### src/rtl/crm_pkg.sv
`default_nettype none
// ----------------------------------------------------------------------------
// crm_pkg
// Shared constants, register codes and the queue item for the color range
// mask opening block.
// ----------------------------------------------------------------------------
package crm_pkg;

    localparam int MAX_WIDTH   = 1024;
    localparam int MAX_HEIGHT  = 1024;
    localparam int WINDOW_SIZE = 3;

    localparam int WIN_BITS    = WINDOW_SIZE * WINDOW_SIZE;
    localparam int COL_W       = $clog2(MAX_WIDTH);
    // rows keep counting a little past the frame while the last rows drain
    localparam int ROW_W       = $clog2(MAX_HEIGHT) + 2;
    localparam int DIM_W       = 11;
    localparam int DELAY_DEPTH = (WINDOW_SIZE - 1) * (MAX_WIDTH + 1);
    localparam int SLOT_W      = $clog2(DELAY_DEPTH);

    localparam int CHAN_W      = 8;
    localparam int PIXEL_W     = 3 * CHAN_W;

    localparam int CFG_IDX_W   = 3;
    localparam int CFG_DATA_W  = 11;

    localparam int FIFO_DEPTH  = 4;
    localparam int FIFO_AW     = $clog2(FIFO_DEPTH);

    typedef enum logic [CFG_IDX_W-1:0] {
        REG_BLUE_LOW     = 3'd0,
        REG_BLUE_HIGH    = 3'd1,
        REG_GREEN_LOW    = 3'd2,
        REG_GREEN_HIGH   = 3'd3,
        REG_RED_LOW      = 3'd4,
        REG_RED_HIGH     = 3'd5,
        REG_FRAME_WIDTH  = 3'd6,
        REG_FRAME_HEIGHT = 3'd7
    } cfg_reg_t;

    typedef enum logic {
        CMD_PIXEL = 1'b0,
        CMD_FLUSH = 1'b1
    } cmd_t;

    // one classified item, front to back
    typedef struct packed {
        logic [PIXEL_W-1:0] color;      // zero for blank or drain slots
        logic               range_bit;
        logic [COL_W-1:0]   col;
        logic               col_first;
        logic               row_par;
        logic               anchor_ok;  // window lies fully inside the frame
        logic [SLOT_W-1:0]  slot;       // delay ring slot
        logic               emit;
        logic [COL_W-1:0]   ocol;
        logic               ocol_first;
        logic               orow_par;
        logic               orow_ge1;
        logic               orow_ge2;
        logic               frame_end;
    } crm_item_t;

endpackage
`default_nettype wire

### src/rtl/crm_fifo.sv
`default_nettype none
// ----------------------------------------------------------------------------
// crm_fifo
// Short queue of classified items between the front and the back.
// ----------------------------------------------------------------------------
module crm_fifo (
    input  wire logic               clk,
    input  wire logic               rst_n,
    input  wire logic               push,
    input  wire crm_pkg::crm_item_t push_item,
    input  wire logic               pop,
    output logic                    full,
    output logic                    empty,
    output crm_pkg::crm_item_t      pop_item
);

    localparam int AW = crm_pkg::FIFO_AW;

    crm_pkg::crm_item_t    entry_mem [crm_pkg::FIFO_DEPTH];
    logic [AW-1:0]         wr_ptr_reg, rd_ptr_reg;
    logic [AW:0]           count_reg;

    assign full     = count_reg == (AW+1)'(crm_pkg::FIFO_DEPTH);
    assign empty    = count_reg == '0;
    assign pop_item = entry_mem[rd_ptr_reg];

    always_ff @(posedge clk)
    begin
        if (push)
            entry_mem[wr_ptr_reg] <= push_item;
    end

    always_ff @(posedge clk or negedge rst_n)
    begin
        if (!rst_n)
        begin
            wr_ptr_reg <= '0;
            rd_ptr_reg <= '0;
            count_reg  <= '0;
        end
        else
        begin
            if (push)
                wr_ptr_reg <= wr_ptr_reg + AW'(1);
            if (pop)
                rd_ptr_reg <= rd_ptr_reg + AW'(1);
            if (push && !pop)
                count_reg <= count_reg + (AW+1)'(1);
            else if (pop && !push)
                count_reg <= count_reg - (AW+1)'(1);
        end
    end

endmodule
`default_nettype wire

### config.mk
export PLATFORM = sky130hd
export DESIGN_NAME = crm_fifo
export DESIGN_NICKNAME = d
export VERILOG_FILES = /design/src/rtl/crm_pkg.sv /design/src/rtl/crm_fifo.sv
export SDC_FILE = /design/constraint.sdc
export NUM_CORES = 1
export LEC_CHECK = 0
export BUFFER_PORTS_ARGS = -buffer_cell sky130_fd_sc_hd__buf_4
export CORE_MARGIN = 1
export CORE_UTILIZATION = 61
export CTS_CLUSTER_DIAMETER = 60
export DETAILED_ROUTE_END_ITERATION = 6
export GPL_ROUTABILITY_DRIVEN = 0
export MAX_ROUTING_LAYER = met4
export PLACE_DENSITY = 0.91
export SYNTH_ARGS = -nofsm -noshare
export SYNTH_HDL_FRONTEND = slang
export SYNTH_SLANG_ARGS = --single-unit
### constraint.sdc
create_clock -name clk -period 5.95 [get_ports clk]
set_input_delay 0 -clock clk [delete_from_list [all_inputs] [get_ports clk]]
set_output_delay 0 -clock clk [all_outputs]
set_load 0.02 [all_outputs]
* Word level (Yosys, flattened, before mapping)
Memories as Yosys holds them, arrays and structs flattened.
Cells that the tools add are included.
** Cells by class
- Add/subtract/negate cells :: 4
- $mul :: 0
- Divide/modulo/power cells :: 0
- Order comparisons :: 0
- Equal/unequal tests :: 1
- Shifts and indexed selects :: 0
- Mux-type cells :: 4
- Bitwise logic cells :: 0
- Reduce and logical (&&, ||, !) cells :: 6
** Operator list (count)
- 2-to-1 mux 3 bit :: 2
- adder 2 x 1 -> 2 bit (second input constant) :: 2
- adder 3 x 1 -> 3 bit (second input constant) :: 1
- equality test 3 bit (second input constant) :: 1
- zero test 3 bit :: 1
- subtractor 3 x 1 -> 3 bit (second input constant) :: 1
- logical AND 1 bit :: 2
- zero test 1 bit :: 2
- 2-to-1 mux 1 bit :: 2
- nonzero test 2 bit :: 1
** Word-level totals
- Register bits :: 7
- Latch bits :: 0
- RAM bits :: 264
- Bits in read-only memories :: 0
- Input port bits :: 70
- Word-level logic and storage cells :: 19
- Memories :: 1
** Memory list
- entry_mem :: depth 4, width 66, read ports 1, clocked after memory_dff 0, write ports 1, RTL line crm_fifo.sv:19 : crm_pkg::crm_item_t entry_mem [crm_pkg::FIFO_DEPTH];

* Logic depth before layout (Yosys ltp)
Gate-level depths: netlist (run 1).
- Depth in word-level cells :: 4
- Gate-level depth with buffers :: 7
- Depth with buffers taken out :: 7

* Worst setup path before layout (run 1)
OpenSTA, ideal clock, no wires.
- Path type :: register to register
- From :: register wr_ptr_reg[0]
- To :: memory entry_mem[2][0] (netlist name), enable pin
- Setup time :: 431 ps
- Data arrival time :: 2165 ps
- Path slack :: 3353 ps
- Stages on the path, launching flop included :: 4
- Buffers on the path :: 0
- Clock period less this slack :: 2597 ps
- Cells stage by stage :: dfrtp_1 > inv_1 > ha_1 > and2_1
** RTL lines
- start: declaration :: RTL line crm_fifo.sv:20 : logic [AW-1:0] wr_ptr_reg, rd_ptr_reg;
- start signal: assignment :: RTL line crm_fifo.sv:44 : wr_ptr_reg <= wr_ptr_reg + AW'(1);
- end: declaration :: RTL line crm_fifo.sv:19
No word-level cell before the write port.

==> results of run 1 <==
[power breakdown]
part	total, mW	internal [mW]	switching, mW	leakage (nW)
clock	1.51	0.867	0.645	0.395
sequential	2.75	2.51	0.240	2.51
combinational	1.91	0.931	0.981	1.49
[final cells by class]
cell class                      instances  area (um^2)  share of cell area (%)
Sequential cell                       271         8110                    64.2
Timing Repair Buffer                  208         1740                    13.8
Multi-Input combinational cell         89         1700                    13.4
Clock buffer                           31          691                    5.47
Tap cell                              216          270                    2.14
Clock inverter                         16          101                   0.803
Inverter                                4         15.0                   0.119
Antenna cell                            1         2.50                  0.0198
[worst paths after layout]
check / depth (start not counted) / slack, ps / endpoint / start
max: 3 / 3030 / pop_item[30] / rd_ptr_reg[0]$_DFFE_PN0P_
min: 2 / 220 / entry_mem[1][31]$_DFFE_PP_ / push_item[31]
max reg2reg: 3 / 4000 / entry_mem[1][59]$_DFFE_PP_ / wr_ptr_reg[1]$_DFFE_PN0P_
min reg2reg: 1 / 530 / count_reg[2]$_DFFE_PN0P_ / count_reg[2]$_DFFE_PN0P_
max in group asynchronous: 3 / 5200 / rd_ptr_reg[0]$_DFFE_PN0P_ / rst_n
min in group asynchronous: 3 / 470 / rd_ptr_reg[1]$_DFFE_PN0P_ / rst_n
[Yosys cell counts]
cell type	number	area [um^2]
xnor2_1	2	17.5
fa_1	1	20.0
inv_1	4	15.0
nor2_1	1	3.75
and2_1	4	25.0
dfrtp_1	7	175
nor3_1	1	5.00
nand2_1	2	7.51
buf_4	4	30.0
buf_2	4	20.0
nor3b_1	1	7.51
buf_1	3	11.3
mux2_2	1	11.3
mux4_2	66	1490
o21ai_0	1	5.00
buf_6	1	11.3
ha_1	5	62.6
buf_12	3	60.1
edfxtp_1	264	7930
xor2_1	4	35.0
[timing repair]
item | CTS | global route
gates resized for setup | 0 | 0
hold buffers | 70 | 0
hold endpoints to repair | 276 | 0
[layer usage]
metal	track usage, %	share of wire (%)
met5	-	0
met1	28.7	40
met3	4.38	4.5
met4	6.98	2.8
met2	37.7	53
[cells by family (layout without fill, tap and decap cells)]
kind of cell | after synthesis | after routing | share of synthesized area, %
mux | 67 | 67 | 15.1
xor+xnor | 6 | 6 | 0.529
buf+inv | 19 | 259 | 1.49
compound gates | 1 | 1 | 0.0503
simple gates | 9 | 9 | 0.491
fa+ha+maj | 6 | 6 | 0.831
flops | 271 | 271 | 81.5
other cells | 0 | 1 | 0
[layout by cell type (no fill, tap or decap), types with 2 or more instances in the layout]
cell type        n
and2_4           4
buf_4          138
clkbuf_1         4
clkbuf_16       27
clkinv_1         5
clkinv_2         9
dfrtp_1          5
dfrtp_4          2
dlygate4sd3_1   70
edfxtp_1       264
ha_1             5
inv_1            4
mux4_2          66
nand2_1          2
xnor2_1          2
xor2_1           4
[per-stage QoR]
stage	hold WS, ps	cells	util (%)	power [mW]
2_1_floorplan	-296	379	-	3.99
3_3_place_gp	-185	718	70.1	4.62
3_5_place_dp	-181	718	70.1	4.68
4_1_cts	204	835	79.5	6.22
5_1_grt	213	835	79.5	6.42
6_report	224	836	79.5	6.17
[critical path: cells and delay by family (launching register included)]
family | cells | cell delay [ps]
buffers and inverters | 2 | 940
DFF | 1 | 750
muxes | 1 | 640
==> flow_summary.yaml, run 1 <==
logic_synthesis:
  synth_cells: 379
  ys_ff_latch: 271
  synth_warnings: 0
  ys_seq_area_share_pct: 81.5
  syn_nets: 455
  yosysUniqueCellTypes: 20
  syn_avg_cell_area_um2: 26.2
  netlist_area_um2: 9940
detailed_routing:
  routed_via_density: 5.61
  route.detailed.drc: 0
  wirelength_um: 18000
  wl_per_cell_um: 21.6
  drtIter0Drc: 277
  vias: 4688
  first_pass_iters: 4
  ant_nets: 0
clock_tree:
  postCtsSetupBuffers: 0
  clock_sinks: 271
  tritoncts: "done"
  cts_max_level: 1
  cts.clk_slew.worst_paths_ps: 60
  cts_root_buffer: "clkbuf_16"
  clock_latency_ps: 510
  cts_inserted_buffers: 26
  cts.path.max_buffers: 3
global_routing:
  gr-total-overflow: 0
  grt.total_usage_pct: 22.7
  grt_pass1_vias: 4973
  grt_start_max_net_pins: 68
  grt_first_pass_wirelength_um: 26700
  antenna_found_initial: 0
floorplan:
  boundaryPins: 138
  fp.dieW_um: 130
  start_util_pct: 62.6
  die-area_um2: 16800
  dieHeight_um: 130
  core_area_um2: 15900
  rows: 46
power:
  p_leak_nw: 4.39
  irDropWorstVdd_mv: 0.442
  power_density_nw_per_um2: 489
timing:
  slew_viol_final: 0
  fin_ws_ps: 3030
  tightestPinTransition_ps: 1040
  fin_skew_ps: 5.23
  fmax_mhz: 343
  fin_tns_setup_ps: 0
  fin_crit_ps: 2920
  fin_crit_sh_pct: 49.0
  max_slew_margin_pct: 30.9
  setup_violations: 0
  finalHoldViolCount: 0
  rsz0062_at_grt: "no"
worst_setup_path:
  cp_common_cell: "buf_4"
  cp_max_fo: 43
  cp-end-kind: "output port"
  crit_type: "flop to output port"
  crit_chain: "buf_4 > mux4_2 > buf_4"
  worstPathArrival_ps: 2920
  cp.required_ps: 5950
  critPathMaxStageDelay_ps: 760
  cpMaxStageDelayCell: "buf_4"
  critPathLaunchType: "flop"
hold_path:
  hold_path.class: "primary input to flop"
status:
  status: "completed"
layout:
  nNetsFinal: 676
  fill_cells: 796
  largest_reg_flops: 264
  final_cell_area_um2: 12600
  syn_to_final_growth_pct: 27.0
  drive_above_1_share_pct: 40.2
run:
  drv_cap: 0
place:
  dp_hpwl_um: 9590
  place_ws_ps: 3490
  post_dp_cell_area_um2: 11100
  portBuffers: 137
Power figures use the tool's default switching activity.
==> inputs of run 2 (changes only) <==
- CORE_UTILIZATION: 61 -> 51
- PLACE_DENSITY: 0.91 -> 0.82
- clock period: 5.95 -> 2.44 ns (I/O delays scaled with it)
==> run 2 against run 1 <==
- via count increased by 0.64%
- global-route usage decreased by 2.7 points
- die area increased by 19%
- non-clock buffer count increased by 13
- largest power group unchanged
- highest routed layer unchanged
==> flow_summary.yaml, run 2 (synthesized netlist as in run 1, its figures left out) <==
detailed_routing:
  drtIter0Drc: 279
  wl_per_cell_um: 21.1
  vias: 4718
  ant_nets: 0
  route.detailed.drc: 0
  wirelength_um: 18900
  first_pass_iters: 5
  routed_via_density: 5.27
global_routing:
  grt.total_usage_pct: 19.9
  grt_start_max_net_pins: 39
  grt_first_pass_wirelength_um: 28800
  antenna_found_initial: 2
  gr-total-overflow: 0
  grt_pass1_vias: 5151
worst_setup_path:
  critPathBufInv: 2
  cp_common_cell: "buf_4"
  r2r_start: "wr_ptr_reg[1]$_DFFE_PN0P_"
  reg2regPathDepth: 4
  critPathMaxStageDelay_ps: 680
  critPathTopFamily: "flip-flops"
  critPathLaunchType: "flop"
  crit_type: "flop to output port"
  cp.required_ps: 2440
  cp.depth: 3
  cp_max_fo: 24
  r2r_slack_ps: 760
  worstPathArrival_ps: 2060
  cp-end-kind: "output port"
  cp-startpoint: "rd_ptr_reg[1]$_DFFE_PN0P_"
  cp-endpoint: "pop_item[27]"
  cpMaxStageDelayCell: "dfrtp_4"
  crit_chain: "buf_4 > mux4_2 > buf_4"
  r2r-end: "entry_mem[1][24]$_DFFE_PP_"
power:
  power_density_nw_per_um2: 1210
  finalPower_mw: 15.6
  irDropWorstVdd_mv: 0.668
  p_leak_nw: 4.51
hold_path:
  hold_path.class: "primary input to flop"
  whs_path_depth: 2
timing:
  fin_tns_setup_ps: 0
  tightestPinTransition_ps: 510
  finalHoldViolCount: 0
  fin_crit_sh_pct: 84.5
  whs_ps: 219
  setup_violations: 0
  fin_crit_ps: 2060
  max_slew_margin_pct: 66.0
  slew_viol_final: 0
  rsz0062_at_grt: "no"
  fin_ws_ps: 377
  fmax_mhz: 485
  fin_skew_ps: 20.4
layout:
  final_cells: 895
  multi_input_area_um2: 1700
  final_common_cell: "edfxtp_1"
  final_cell_area_um2: 12900
  drive_above_1_share_pct: 41.5
  nNetsFinal: 689
  largest_reg_flops: 264
  final_core_util_pct: 68.5
  final_cell_mix: "edfxtp_1, buf_4, dlygate4sd3_1, mux4_2, clkbuf_16"
  fill_cells: 1180
  syn_to_final_growth_pct: 30.2
  seq_area_um2: 8110
floorplan:
  dieHeight_um: 142
  start_util_pct: 52.6
  die-area_um2: 20000
  core_area_um2: 18900
  fp.dieW_um: 142
  boundaryPins: 138
  rows: 50
run:
  drv_cap: 0
clock_tree:
  clock_sinks: 271
  cts_inserted_buffers: 26
  cts.clk_slew.worst_paths_ps: 60
  clock_latency_ps: 530
  cts_max_level: 1
  tritoncts: "done"
  cts_resized: 0
  cts_root_buffer: "clkbuf_16"
  cts_hold_buf: 70
  cts.path.max_buffers: 3
  postCtsSetupBuffers: 0
place:
  post_dp_cell_area_um2: 11400
  place_ws_ps: 742
  portBuffers: 137
  dp_hpwl_um: 11400
  dp.cells: 775
status:
  status: "completed"
-- run 2: cell types whose count changed in the layout (fill, tap and decap cells not counted), sizes merged --
cell / change
buf: +13
bufinv: +2
clkinv: -3
clkinvlp: +1
diode: +1
inv: +1
-- run 2: per-layer routing --
layer  track usage, %  vias to the layer above  routed length [um]
met5                -                        -                   0
li1                 -                     2084                   -
met2             33.2                      160                9710
met3             3.21                       30                1070
met1             26.2                     2444                7760
met4             4.47                        0                 315
-- run 2: worst min path at each step --
stage	startpoint	to	slack, ps
floorplan	rst_n	count_reg[0]$_DFFE_PN0P_	-300
global placement	rst_n	count_reg[1]$_DFFE_PN0P_	-180
detailed placement	rst_n	count_reg[0]$_DFFE_PN0P_	-180
CTS	push_item[57]	entry_mem[0][57]$_DFFE_PP_	210
global route	push_item[0]	entry_mem[1][0]$_DFFE_PP_	220
finish	push_item[53]	entry_mem[0][53]$_DFFE_PP_	220
-- run 2: worst reg2reg max path: cells and delay by family (launching register included) --
family | cells | cell delay (ps)
adders and majority gates | 1 | 160
buffers and inverters | 2 | 420
DFF | 1 | 400
and+or+nand+nor | 1 | 400
-- run 2: area by class of cell --
class | count | share of cell area [%]
diodes | 2 | 0.0387
clock buffers | 31 | 5.34
clock inverters | 17 | 1.26
inverters | 4 | 0.116
multi-input cells | 89 | 13.1
flip-flops and latches | 271 | 62.7
well taps | 260 | 2.51
repair buffers | 221 | 14.9
-- run 2: report_power, final --
group	internal, mW	switching (mW)	leakage (nW)
logic	2.46	2.73	1.59
registers	6.10	0.332	2.51
clock network	2.34	1.65	0.416
