**config.mk**
```make
export PLATFORM = sky130hd
export DESIGN_NAME = crm_front_flat
export DESIGN_NICKNAME = d
export VERILOG_FILES = /design/src/rtl/crm_pkg.sv /design/src/rtl/crm_if.sv /design/src/rtl/crm_front.sv /design/src/flat_wrapper.sv
export SDC_FILE = /design/constraint.sdc
export NUM_CORES = 1
export LEC_CHECK = 0
export BUFFER_PORTS_ARGS = -buffer_cell sky130_fd_sc_hd__buf_2
export CORE_MARGIN = 2
export CORE_UTILIZATION = 60
export DETAILED_ROUTE_END_ITERATION = 6
export PLACE_DENSITY = 0.83
export SLEW_MARGIN = 20
export SYNTH_ARGS = -nofsm -noshare
export SYNTH_HDL_FRONTEND = slang
export SYNTH_SLANG_ARGS = --single-unit
```
**constraint.sdc**
```tcl
create_clock -name clk -period 4.4 [get_ports clk]
set_clock_uncertainty 0.05 [all_clocks]
set_input_delay 0.22 -clock clk [delete_from_list [all_inputs] [get_ports clk]]
set_output_delay 0.22 -clock clk [all_outputs]
set_load 0.01 [all_outputs]
```
**src/rtl/crm_pkg.sv**
```systemverilog
`default_nettype none
// ----------------------------------------------------------------------------
// crm_pkg
// Shared constants, register codes and the queue item for the color range
// mask opening block.
// ----------------------------------------------------------------------------
package crm_pkg;

    localparam int MAX_WIDTH   = 1024;
    localparam int MAX_HEIGHT  = 1024;
    localparam int WINDOW_SIZE = 3;

    localparam int WIN_BITS    = WINDOW_SIZE * WINDOW_SIZE;
    localparam int COL_W       = $clog2(MAX_WIDTH);
    // rows keep counting a little past the frame while the last rows drain
    localparam int ROW_W       = $clog2(MAX_HEIGHT) + 2;
    localparam int DIM_W       = 11;
    localparam int DELAY_DEPTH = (WINDOW_SIZE - 1) * (MAX_WIDTH + 1);
    localparam int SLOT_W      = $clog2(DELAY_DEPTH);

    localparam int CHAN_W      = 8;
    localparam int PIXEL_W     = 3 * CHAN_W;

    localparam int CFG_IDX_W   = 3;
    localparam int CFG_DATA_W  = 11;

    localparam int FIFO_DEPTH  = 4;
    localparam int FIFO_AW     = $clog2(FIFO_DEPTH);

    typedef enum logic [CFG_IDX_W-1:0] {
        REG_BLUE_LOW     = 3'd0,
        REG_BLUE_HIGH    = 3'd1,
        REG_GREEN_LOW    = 3'd2,
        REG_GREEN_HIGH   = 3'd3,
        REG_RED_LOW      = 3'd4,
        REG_RED_HIGH     = 3'd5,
        REG_FRAME_WIDTH  = 3'd6,
        REG_FRAME_HEIGHT = 3'd7
    } cfg_reg_t;

    typedef enum logic {
        CMD_PIXEL = 1'b0,
        CMD_FLUSH = 1'b1
    } cmd_t;

    // one classified item, front to back
    typedef struct packed {
        logic [PIXEL_W-1:0] color;      // zero for blank or drain slots
        logic               range_bit;
        logic [COL_W-1:0]   col;
        logic               col_first;
        logic               row_par;
        logic               anchor_ok;  // window lies fully inside the frame
        logic [SLOT_W-1:0]  slot;       // delay ring slot
        logic               emit;
        logic [COL_W-1:0]   ocol;
        logic               ocol_first;
        logic               orow_par;
        logic               orow_ge1;
        logic               orow_ge2;
        logic               frame_end;
    } crm_item_t;

endpackage
`default_nettype wire

```
**src/rtl/crm_if.sv**
```systemverilog
`default_nettype none
// ----------------------------------------------------------------------------
// crm_if
// Valid/ready channels of the color range mask opening block: pixel input,
// result output and register write.
// ----------------------------------------------------------------------------
interface crm_in_if;
    logic                        valid;
    logic                        ready;
    logic                        command;
    logic [crm_pkg::CHAN_W-1:0]  blue;
    logic [crm_pkg::CHAN_W-1:0]  green;
    logic [crm_pkg::CHAN_W-1:0]  red;

    modport source (output valid, command, blue, green, red, input ready);
    modport sink   (input valid, command, blue, green, red, output ready);
endinterface


interface crm_cfg_if;
    logic                           valid;
    logic                           ready;
    logic [crm_pkg::CFG_IDX_W-1:0]  index;
    logic [crm_pkg::CFG_DATA_W-1:0] data;

    modport source (output valid, index, data, input ready);
    modport sink   (input valid, index, data, output ready);
endinterface
`default_nettype wire

```
**src/rtl/crm_front.sv**
```systemverilog
`default_nettype none
// ----------------------------------------------------------------------------
// crm_front
// Register file, range test and frame position tracking; turns each accepted
// item into a queue entry.
// ----------------------------------------------------------------------------
module crm_front (
    input  wire logic             clk,
    input  wire logic             rst_n,
    crm_in_if.sink                pix_in,
    crm_cfg_if.sink               cfg,
    input  wire logic             fifo_full,
    output logic                  push,
    output crm_pkg::crm_item_t    push_item
);

    localparam int DIM_W = crm_pkg::DIM_W;
    localparam int COL_W = crm_pkg::COL_W;
    localparam int ROW_W = crm_pkg::ROW_W;
    localparam int SLOT_W = crm_pkg::SLOT_W;
    localparam int CHAN_W = crm_pkg::CHAN_W;

    function automatic logic [DIM_W-1:0] clamp_dim(input logic [DIM_W-1:0] v,
                                                   input logic [DIM_W-1:0] hi);
        logic [DIM_W-1:0] res;
        res = v;
        if (v < DIM_W'(crm_pkg::WINDOW_SIZE))
            res = DIM_W'(crm_pkg::WINDOW_SIZE);
        else if (v > hi)
            res = hi;
        return res;
    endfunction

    // configuration
    logic [CHAN_W-1:0] blue_low_reg, blue_high_reg;
    logic [CHAN_W-1:0] green_low_reg, green_high_reg;
    logic [CHAN_W-1:0] red_low_reg, red_high_reg;
    logic [DIM_W-1:0]  frame_width_reg, frame_height_reg;

    // frame position
    logic [COL_W-1:0]  col_reg, col_next;
    logic [ROW_W-1:0]  row_reg, row_next;
    logic [COL_W-1:0]  ocol_reg, ocol_next;
    logic [ROW_W-1:0]  orow_reg, orow_next;
    logic [SLOT_W-1:0] slot_reg, slot_next;
    logic              primed_reg, primed_next;
    logic              frame_start_reg;
    logic [DIM_W-1:0]  geo_w_reg, geo_h_reg;

    logic [DIM_W-1:0]  geo_w, geo_h, w_last, h_last;
    logic [SLOT_W-1:0] slot_last;
    logic              in_frame, in_range, is_pixel;
    logic              col_last, ocol_last, orow_last, fe;

    assign cfg.ready    = 1'b1;
    assign pix_in.ready = !fifo_full;
    assign push         = pix_in.valid && !fifo_full;

    always_ff @(posedge clk or negedge rst_n)
    begin
        if (!rst_n)
        begin
            blue_low_reg     <= '0;
            blue_high_reg    <= '1;
            green_low_reg    <= '0;
            green_high_reg   <= '1;
            red_low_reg      <= '0;
            red_high_reg     <= '1;
            frame_width_reg  <= DIM_W'(640);
            frame_height_reg <= DIM_W'(480);
        end
        else if (cfg.valid)
        begin
            case (crm_pkg::cfg_reg_t'(cfg.index))
                crm_pkg::REG_BLUE_LOW:     blue_low_reg     <= cfg.data[CHAN_W-1:0];
                crm_pkg::REG_BLUE_HIGH:    blue_high_reg    <= cfg.data[CHAN_W-1:0];
                crm_pkg::REG_GREEN_LOW:    green_low_reg    <= cfg.data[CHAN_W-1:0];
                crm_pkg::REG_GREEN_HIGH:   green_high_reg   <= cfg.data[CHAN_W-1:0];
                crm_pkg::REG_RED_LOW:      red_low_reg      <= cfg.data[CHAN_W-1:0];
                crm_pkg::REG_RED_HIGH:     red_high_reg     <= cfg.data[CHAN_W-1:0];
                crm_pkg::REG_FRAME_WIDTH:  frame_width_reg  <= cfg.data[DIM_W-1:0];
                crm_pkg::REG_FRAME_HEIGHT: frame_height_reg <= cfg.data[DIM_W-1:0];
                default: ;
            endcase
        end
    end

    // geometry is sampled by the first item of a frame
    assign geo_w = frame_start_reg
                 ? clamp_dim(frame_width_reg, DIM_W'(crm_pkg::MAX_WIDTH)) : geo_w_reg;
    assign geo_h = frame_start_reg
                 ? clamp_dim(frame_height_reg, DIM_W'(crm_pkg::MAX_HEIGHT)) : geo_h_reg;
    assign w_last    = geo_w - DIM_W'(1);
    assign h_last    = geo_h - DIM_W'(1);
    assign slot_last = SLOT_W'({geo_w, 1'b0}) + SLOT_W'(1);   // 2w+2 slots

    assign in_frame  = row_reg < ROW_W'(geo_h);
    assign is_pixel  = (pix_in.command == crm_pkg::CMD_PIXEL) && in_frame;
    assign in_range  = (pix_in.blue  >= blue_low_reg)  && (pix_in.blue  <= blue_high_reg)
                    && (pix_in.green >= green_low_reg) && (pix_in.green <= green_high_reg)
                    && (pix_in.red   >= red_low_reg)   && (pix_in.red   <= red_high_reg);

    assign col_last  = DIM_W'(col_reg) == w_last;
    assign ocol_last = DIM_W'(ocol_reg) == w_last;
    assign orow_last = orow_reg == ROW_W'(h_last);
    assign fe        = primed_reg && ocol_last && orow_last;

    always_comb
    begin
        col_next    = col_last ? '0 : col_reg + COL_W'(1);
        row_next    = col_last ? row_reg + ROW_W'(1) : row_reg;
        slot_next   = (slot_reg == slot_last) ? '0 : slot_reg + SLOT_W'(1);
        primed_next = primed_reg || (slot_reg == slot_last);
        ocol_next   = ocol_reg;
        orow_next   = orow_reg;
        if (primed_reg)
        begin
            ocol_next = ocol_last ? '0 : ocol_reg + COL_W'(1);
            orow_next = ocol_last ? orow_reg + ROW_W'(1) : orow_reg;
        end
        if (fe)
        begin
            col_next    = '0;
            row_next    = '0;
            ocol_next   = '0;
            orow_next   = '0;
            slot_next   = '0;
            primed_next = 1'b0;
        end
    end

    always_ff @(posedge clk or negedge rst_n)
    begin
        if (!rst_n)
        begin
            col_reg         <= '0;
            row_reg         <= '0;
            ocol_reg        <= '0;
            orow_reg        <= '0;
            slot_reg        <= '0;
            primed_reg      <= 1'b0;
            frame_start_reg <= 1'b1;
            geo_w_reg       <= DIM_W'(crm_pkg::WINDOW_SIZE);
            geo_h_reg       <= DIM_W'(crm_pkg::WINDOW_SIZE);
        end
        else if (push)
        begin
            col_reg         <= col_next;
            row_reg         <= row_next;
            ocol_reg        <= ocol_next;
            orow_reg        <= orow_next;
            slot_reg        <= slot_next;
            primed_reg      <= primed_next;
            frame_start_reg <= fe;
            geo_w_reg       <= geo_w;
            geo_h_reg       <= geo_h;
        end
    end

    always_comb
    begin
        push_item.color      = is_pixel ? {pix_in.red, pix_in.green, pix_in.blue} : '0;
        push_item.range_bit  = is_pixel && in_range;
        push_item.col        = col_reg;
        push_item.col_first  = col_reg == '0;
        push_item.row_par    = row_reg[0];
        push_item.anchor_ok  = (row_reg >= ROW_W'(crm_pkg::WINDOW_SIZE - 1))
                            && (col_reg >= COL_W'(crm_pkg::WINDOW_SIZE - 1));
        push_item.slot       = slot_reg;
        push_item.emit       = primed_reg;
        push_item.ocol       = ocol_reg;
        push_item.ocol_first = ocol_reg == '0;
        push_item.orow_par   = orow_reg[0];
        push_item.orow_ge1   = orow_reg >= ROW_W'(1);
        push_item.orow_ge2   = orow_reg >= ROW_W'(2);
        push_item.frame_end  = fe;
    end

endmodule
`default_nettype wire

```
**src/flat_wrapper.sv**
```systemverilog
// flat-port wrapper written by rule: the top's interface ports become plain ports
module crm_front_flat 
  (clk, rst_n, fifo_full, push, push_item, pix_in_valid, pix_in_command, pix_in_blue, pix_in_green, pix_in_red, pix_in_ready, cfg_valid, cfg_index, cfg_data, cfg_ready);
  crm_in_if pix_in_i ();
  crm_cfg_if cfg_i ();
  input  wire logic clk;
  input  wire logic rst_n;
  input  wire logic fifo_full;
  output logic push;
  output crm_pkg::crm_item_t push_item;
  input wire logic [$bits(pix_in_i.valid)-1:0] pix_in_valid;
  input wire logic [$bits(pix_in_i.command)-1:0] pix_in_command;
  input wire logic [$bits(pix_in_i.blue)-1:0] pix_in_blue;
  input wire logic [$bits(pix_in_i.green)-1:0] pix_in_green;
  input wire logic [$bits(pix_in_i.red)-1:0] pix_in_red;
  output wire logic [$bits(pix_in_i.ready)-1:0] pix_in_ready;
  input wire logic [$bits(cfg_i.valid)-1:0] cfg_valid;
  input wire logic [$bits(cfg_i.index)-1:0] cfg_index;
  input wire logic [$bits(cfg_i.data)-1:0] cfg_data;
  output wire logic [$bits(cfg_i.ready)-1:0] cfg_ready;
  assign pix_in_i.valid = pix_in_valid;
  assign pix_in_i.command = pix_in_command;
  assign pix_in_i.blue = pix_in_blue;
  assign pix_in_i.green = pix_in_green;
  assign pix_in_i.red = pix_in_red;
  assign pix_in_ready = pix_in_i.ready;
  assign cfg_i.valid = cfg_valid;
  assign cfg_i.index = cfg_index;
  assign cfg_i.data = cfg_data;
  assign cfg_ready = cfg_i.ready;
  crm_front u_core (.clk(clk), .rst_n(rst_n), .pix_in(pix_in_i), .cfg(cfg_i), .fifo_full(fifo_full), .push(push), .push_item(push_item));
endmodule
```
-- After elaboration in Yosys (flattened, before gate mapping)
Index checks and enable logic that the tools add are counted.
- flip-flop bits (word level): 150
- bits in latches: 0
- RAM bits: 0
- ROM bits: 0
- output and inout bits: 69
- word-level logic and storage cells: 102
- memories kept: 0
- add/sub/neg operators: 8
- $mul: 0
- div/mod/pow operators: 0
- magnitude comparators: 15
- equal/unequal tests: 11
- shift-type cells: 0
- multiplexer cells: 20
- bitwise logic cells: 1
- reductions and logical operators: 30
- operators with widths (kind ; count):
    two-way mux 12 bit ; 7
    two-way mux 11 bit ; 6
    two-way mux 10 bit ; 5
    adder 12 x 1 -> 12 bit, second input constant ; 4
    greater-or-equal comparator 12 x 2 -> 1 bit, second input constant ; 2
    greater-or-equal comparator 8 bit ; 3
    <= comparator 8 bit ; 3
    two-way mux 24 bit ; 1
    == test 10 x 11 -> 1 bit ; 2
    > comparator 11 bit, second input constant ; 2
    less-than comparator 11 x 2 -> 1 bit, second input constant ; 2
    subtractor 11 x 1 -> 11 bit, second input constant ; 2
    adder 10 x 1 -> 10 bit, second input constant ; 2
    logical NOT 10 bit ; 2
    AND reduction 2 bit ; 10
    == test 12 x 11 -> 1 bit ; 1
    == test 12 bit ; 1
    == test 3 bit, second input constant ; 4
    greater-or-equal comparator 12 x 1 -> 1 bit, second input constant ; 1
    less-than comparator 12 x 11 -> 1 bit ; 1
    logical AND 1 bit ; 11
    greater-or-equal comparator 10 x 2 -> 1 bit, second input constant ; 1
    == test 3 x 2 -> 1 bit, second input constant ; 2
    nonzero test 2 bit ; 3
    other kinds (7) ; 7

-- Longest topological paths before layout
- depth after elaboration: 10
- mapped depth: 19
- mapped depth without buffers: 13

-- Worst setup path before layout
Ideal clock, no wire load.
- kind: flip-flop to flip-flop
- start: register u_core.frame_start_reg
- end: register u_core.row_reg[1]
- arrival: 3.661 ns
- setup slack: 0.564 ns
- cell stages (with the launch flop): 17
- period minus slack after synthesis: 3.836 ns
- cell sequence: dfstp_2 > buf_6 > buf_6 > buf_6 > buf_6 > nor2b_2 > a311oi_1 > or2_1 > ha_1 > o221ai_2 > or4_1 > and2_1 > o32ai_1 > a32o_2 > nand3_1 > a21oi_4 > mux2_2
- word-level cells in the longest chain between the ends: 7
- elaborated cells on any way between the ends: 12
- classes of those cells: add/sub: 2; eq/ne: 3; mux: 3; reduce/logical: 4
- RTL lines (what ; line ; text):
    start, declared ; crm_front.sv:47 ; logic frame_start_reg;
    start signal, assigned ; crm_front.sv:142 ; frame_start_reg <= 1'b1;
    start signal, assigned ; crm_front.sv:154 ; frame_start_reg <= fe;
    two-way mux 11 bit ; crm_front.sv:90 ; ? clamp_dim(frame_width_reg, DIM_W'(crm_pkg::MAX_WIDTH)) : geo_w_reg;
    subtractor 11 x 1 -> 11 bit ; crm_front.sv:93 ; assign w_last = geo_w - DIM_W'(1);
    == test 10 x 11 -> 1 bit ; crm_front.sv:104 ; assign ocol_last = DIM_W'(ocol_reg) == w_last;
    logical AND 1 bit (2 in series) ; crm_front.sv:106 ; assign fe = primed_reg && ocol_last && orow_last;
    nonzero test 2 bit (no line) ; -- ;
    AND reduction 2 bit (no line) ; -- ;
    end signal, assigned ; crm_front.sv:149 ; row_reg <= row_next;
    end, declared ; crm_front.sv:42 ; logic [ROW_W-1:0] row_reg, row_next;
Parallel ways exist; a longest one is shown, timed or not.
A chain may end at the register's enable or synchronous reset.

==> results.md <==
- Syn Inst Count: approximately 1100
- Initial core utilization: 60.91%
- Slew Limit Fails: 0
- Worst Hold Margin: 0.02199 ns
- Final cell count without fillers: around 1400
- Lkg Pwr: between 0.005 and 0.006 uW
- Placed insts: 1413
- Core Box Area: 17120 um2
- CTS Sinks: 150
- 1st-pass router iterations: 5
- Synth-to-Final Area Change: 12.77%
- Reg clk slew, reported paths: 0.07 ns
- RSZ-0062 raised after global routing: false
- Commonest non-fill, non-tap cells in the layout: dfrtp_1 (115), buf_2 (110), nand2_1 (89)
- Initial antenna violation count: 0
- Synthesis Warnings: 0
- Commonest non-fill, non-tap cell in the layout: dfrtp_1
- CP Max Fanout: 32
- TritonCTS clock tree: yes
- Fin crit period: 4.212 ns
- Pwr Density: approximately 400 nW/um2
- Largest net degree at the start of global routing: 112
- CP Class: reg -> out
- First-pass GRT wire length: 41890 um
- Sw Share: 34.45%
- Antenna-violating nets left: 0
- Initial DRC count: 764
- Final Hold Vio Count: 0
- NetSw: 1640 uW
- HP Class: in -> reg
- Clock power frac: 30.7%
- Die W: 135.8 um
- Reg power frac: between 30% and 40%
- Final Worst Setup Slack: approximately 0.19 ns
- FMAX: ~240 MHz
- Top cells by area, synth: dfrtp_1 (28%), dfstp_2 (8.8%), ha_1 (8.6%), mux2_2 (5.3%), xnor2_1 (3.8%)
- Grt total ovfl: 0
- Peak supply drop: 0.3419 mV
- Crit start category: register
- Async SR Flop Fraction: 100.0%
- Dpl hpwl: roughly 19000 um
- CTS H-tree depth: 4
- Io pins: 113
- Top cell type by total area after synthesis: dfrtp_1
- Placer congestion estimate: about 0.94
- Die area: 18450 um2
- Via count: 8655
- Wire length on met3: 1728 um
- DR WL/cell: 18.15 um
- Outcome: completed
- Antenna Cells: 0
- Measured slew at the worst slew-check pin: 0.9226 ns
- DRC Markers: 0
- Die Ht: around 140 um
- Register area share after synthesis: 36.42%
- Gate power share: 29.4%
- Row cnt: 48
- Rel. slew slack: 38.49%
- Most used DFF post-synth: dfrtp_1
- Layout cells sized above 1: 24.98%
- CTS root buffer: clkbuf_16
- Filler cell count: 1274
- Synthesized area: about 10000 um2
- Met1 WL: ~11000 um
- Setup_tns: 0 ns
- Maxcap violations: 0
- Synth cell types: 94
- Top layer in use: met4
- Nets@finish: around 1300
- Crit share post-route: 95.72%
- Vias in the first global route: between 8000 and 9000
- Synth Net Count: 1227
- WL final: 26250 um
- Design Area, Final: 11760 um2
- Num CTS Buffers: 17
- Routed wl met2: 12500 um
- Placed cell area: around 11000 um2
- Setup Viol. Count Final: 0
- CTS max path bufs: 2
- Vias/cell: 5.985
- EDFF count, synth: 0
- I/O Buffers: 111
- Overall routing resource usage: around 29%
- Avg Inst Size Synth: approximately 9.4 um2
- Internal power: 3120 uW
- Critical path endpoint category: output pin
- Register bit total from synthesis: 150
- Synth top area share: 27.60%
- Crit path DAT: 3.94 ns
- CP Data Required Time: slightly above 4 ns
- Worst slack, placed: 0.2464 ns
- Clk_lat worst skew: 0.43 ns
[synthesized netlist by cell type (all sizes together) (19+ instances only)]
cell	number
a21oi	49
a31oi	21
and2	37
and3	19
buf	22
clkbuf	31
dfrtp	115
dfstp	35
ha	72
inv	72
mux2	49
nand2	89
nand2b	23
nand3	49
nor2	67
nor2b	25
nor3	23
nor4	21
o21ai	79
xnor2	45
[power groups by stage]
stage	Combinational, uW	Sequential, uW	Clock, uW
global placement	1310	1900	0
finish	1400	1900	1460
floorplan	987	1850	0
detailed placement	1360	1910	0
CTS	1380	1890	1480
global route	1560	1930	1530
[worst paths after layout]
| check | start | endpoint | slack [ns] | cells past startpoint |
|---|---|---|---|---|
| max in group asynchronous | rst_n | u_core.frame_height_reg[8] | 2.81 | 3 |
| min in group asynchronous | rst_n | u_core.green_low_reg[3] | 0.43 | 2 |
| max reg2reg | u_core.frame_start_reg | u_core.row_reg[1] | 0.33 | 14 |
| min | cfg_data[10] | u_core.frame_height_reg[10] | 0.02 | 2 |
| max | u_core.frame_start_reg | push_item[0] | 0.19 | 14 |
| min reg2reg | u_core.geo_h_reg[0] | u_core.geo_h_reg[0] | 0.44 | 2 |
[stage by stage]
stage	power (uW)	utilization, %
floorplan	2834	-
global placement	3204	64.96
detailed placement	3269	64.96
CTS	4745	68.42
global route	5015	68.69
finish	4759	68.69
[layer usage]
metal | track usage (%) | vias to the layer above
met5 | 0 | -
met4 | 9.317 | 0
met3 | 5.817 | 56
met2 | 46.58 | 330
met1 | 39.26 | 4143
li1 | - | 4126
[logic make-up (layout without fill, tap and decap cells)]
logic type | after synthesis | in the layout | share of synthesized area [%]
AO/OA/AOI/OAI | 222 | 222 | 14.62
XOR/XNOR | 67 | 67 | 6.180
adder cells (fa/ha/maj) | 72 | 72 | 8.640
buffers and inverters | 125 | 235 | 5.412
flip-flops | 150 | 150 | 36.42
multiplexers | 65 | 65 | 6.864
other | 1 | 1 | 0.03597
AND/OR/NAND/NOR | 409 | 409 | 21.83
[worst max-delay path, cell delays in order (launching register included)]
cell and delay (ns):
dfstp_2 0.57, buf_8 0.22, nor2b_2 0.09, a311oi_2 0.30, or2_4 0.19, ha_1 0.21, o221ai_2 0.14, or4_1 0.51
and2_1 0.19, o32ai_1 0.25, a32o_2 0.22, nand4_2 0.19, buf_6 0.24, inv_1 0.06, buf_2 0.12
[cell type report]
type | instances | area, um2 | share of cell area (%)
clock inverters | 13 | 150.1 | 1.277
flip-flops and latches | 150 | 3797 | 32.30
multi-input cells | 836 | 6097 | 51.86
inverters | 72 | 270.3 | 2.299
repair buffers | 131 | 728.2 | 6.193
clock buffers | 19 | 432.9 | 3.682
well taps | 225 | 281.5 | 2.394
[what timing repair did]
item	in CTS	in global routing
hold endpoints to repair	95	0
buffers inserted	0	0
hold buffers	1	0
setup endpoints to repair	0	8
gates resized for setup	0	8
Note: power is estimated with default switching activity, not from simulation.
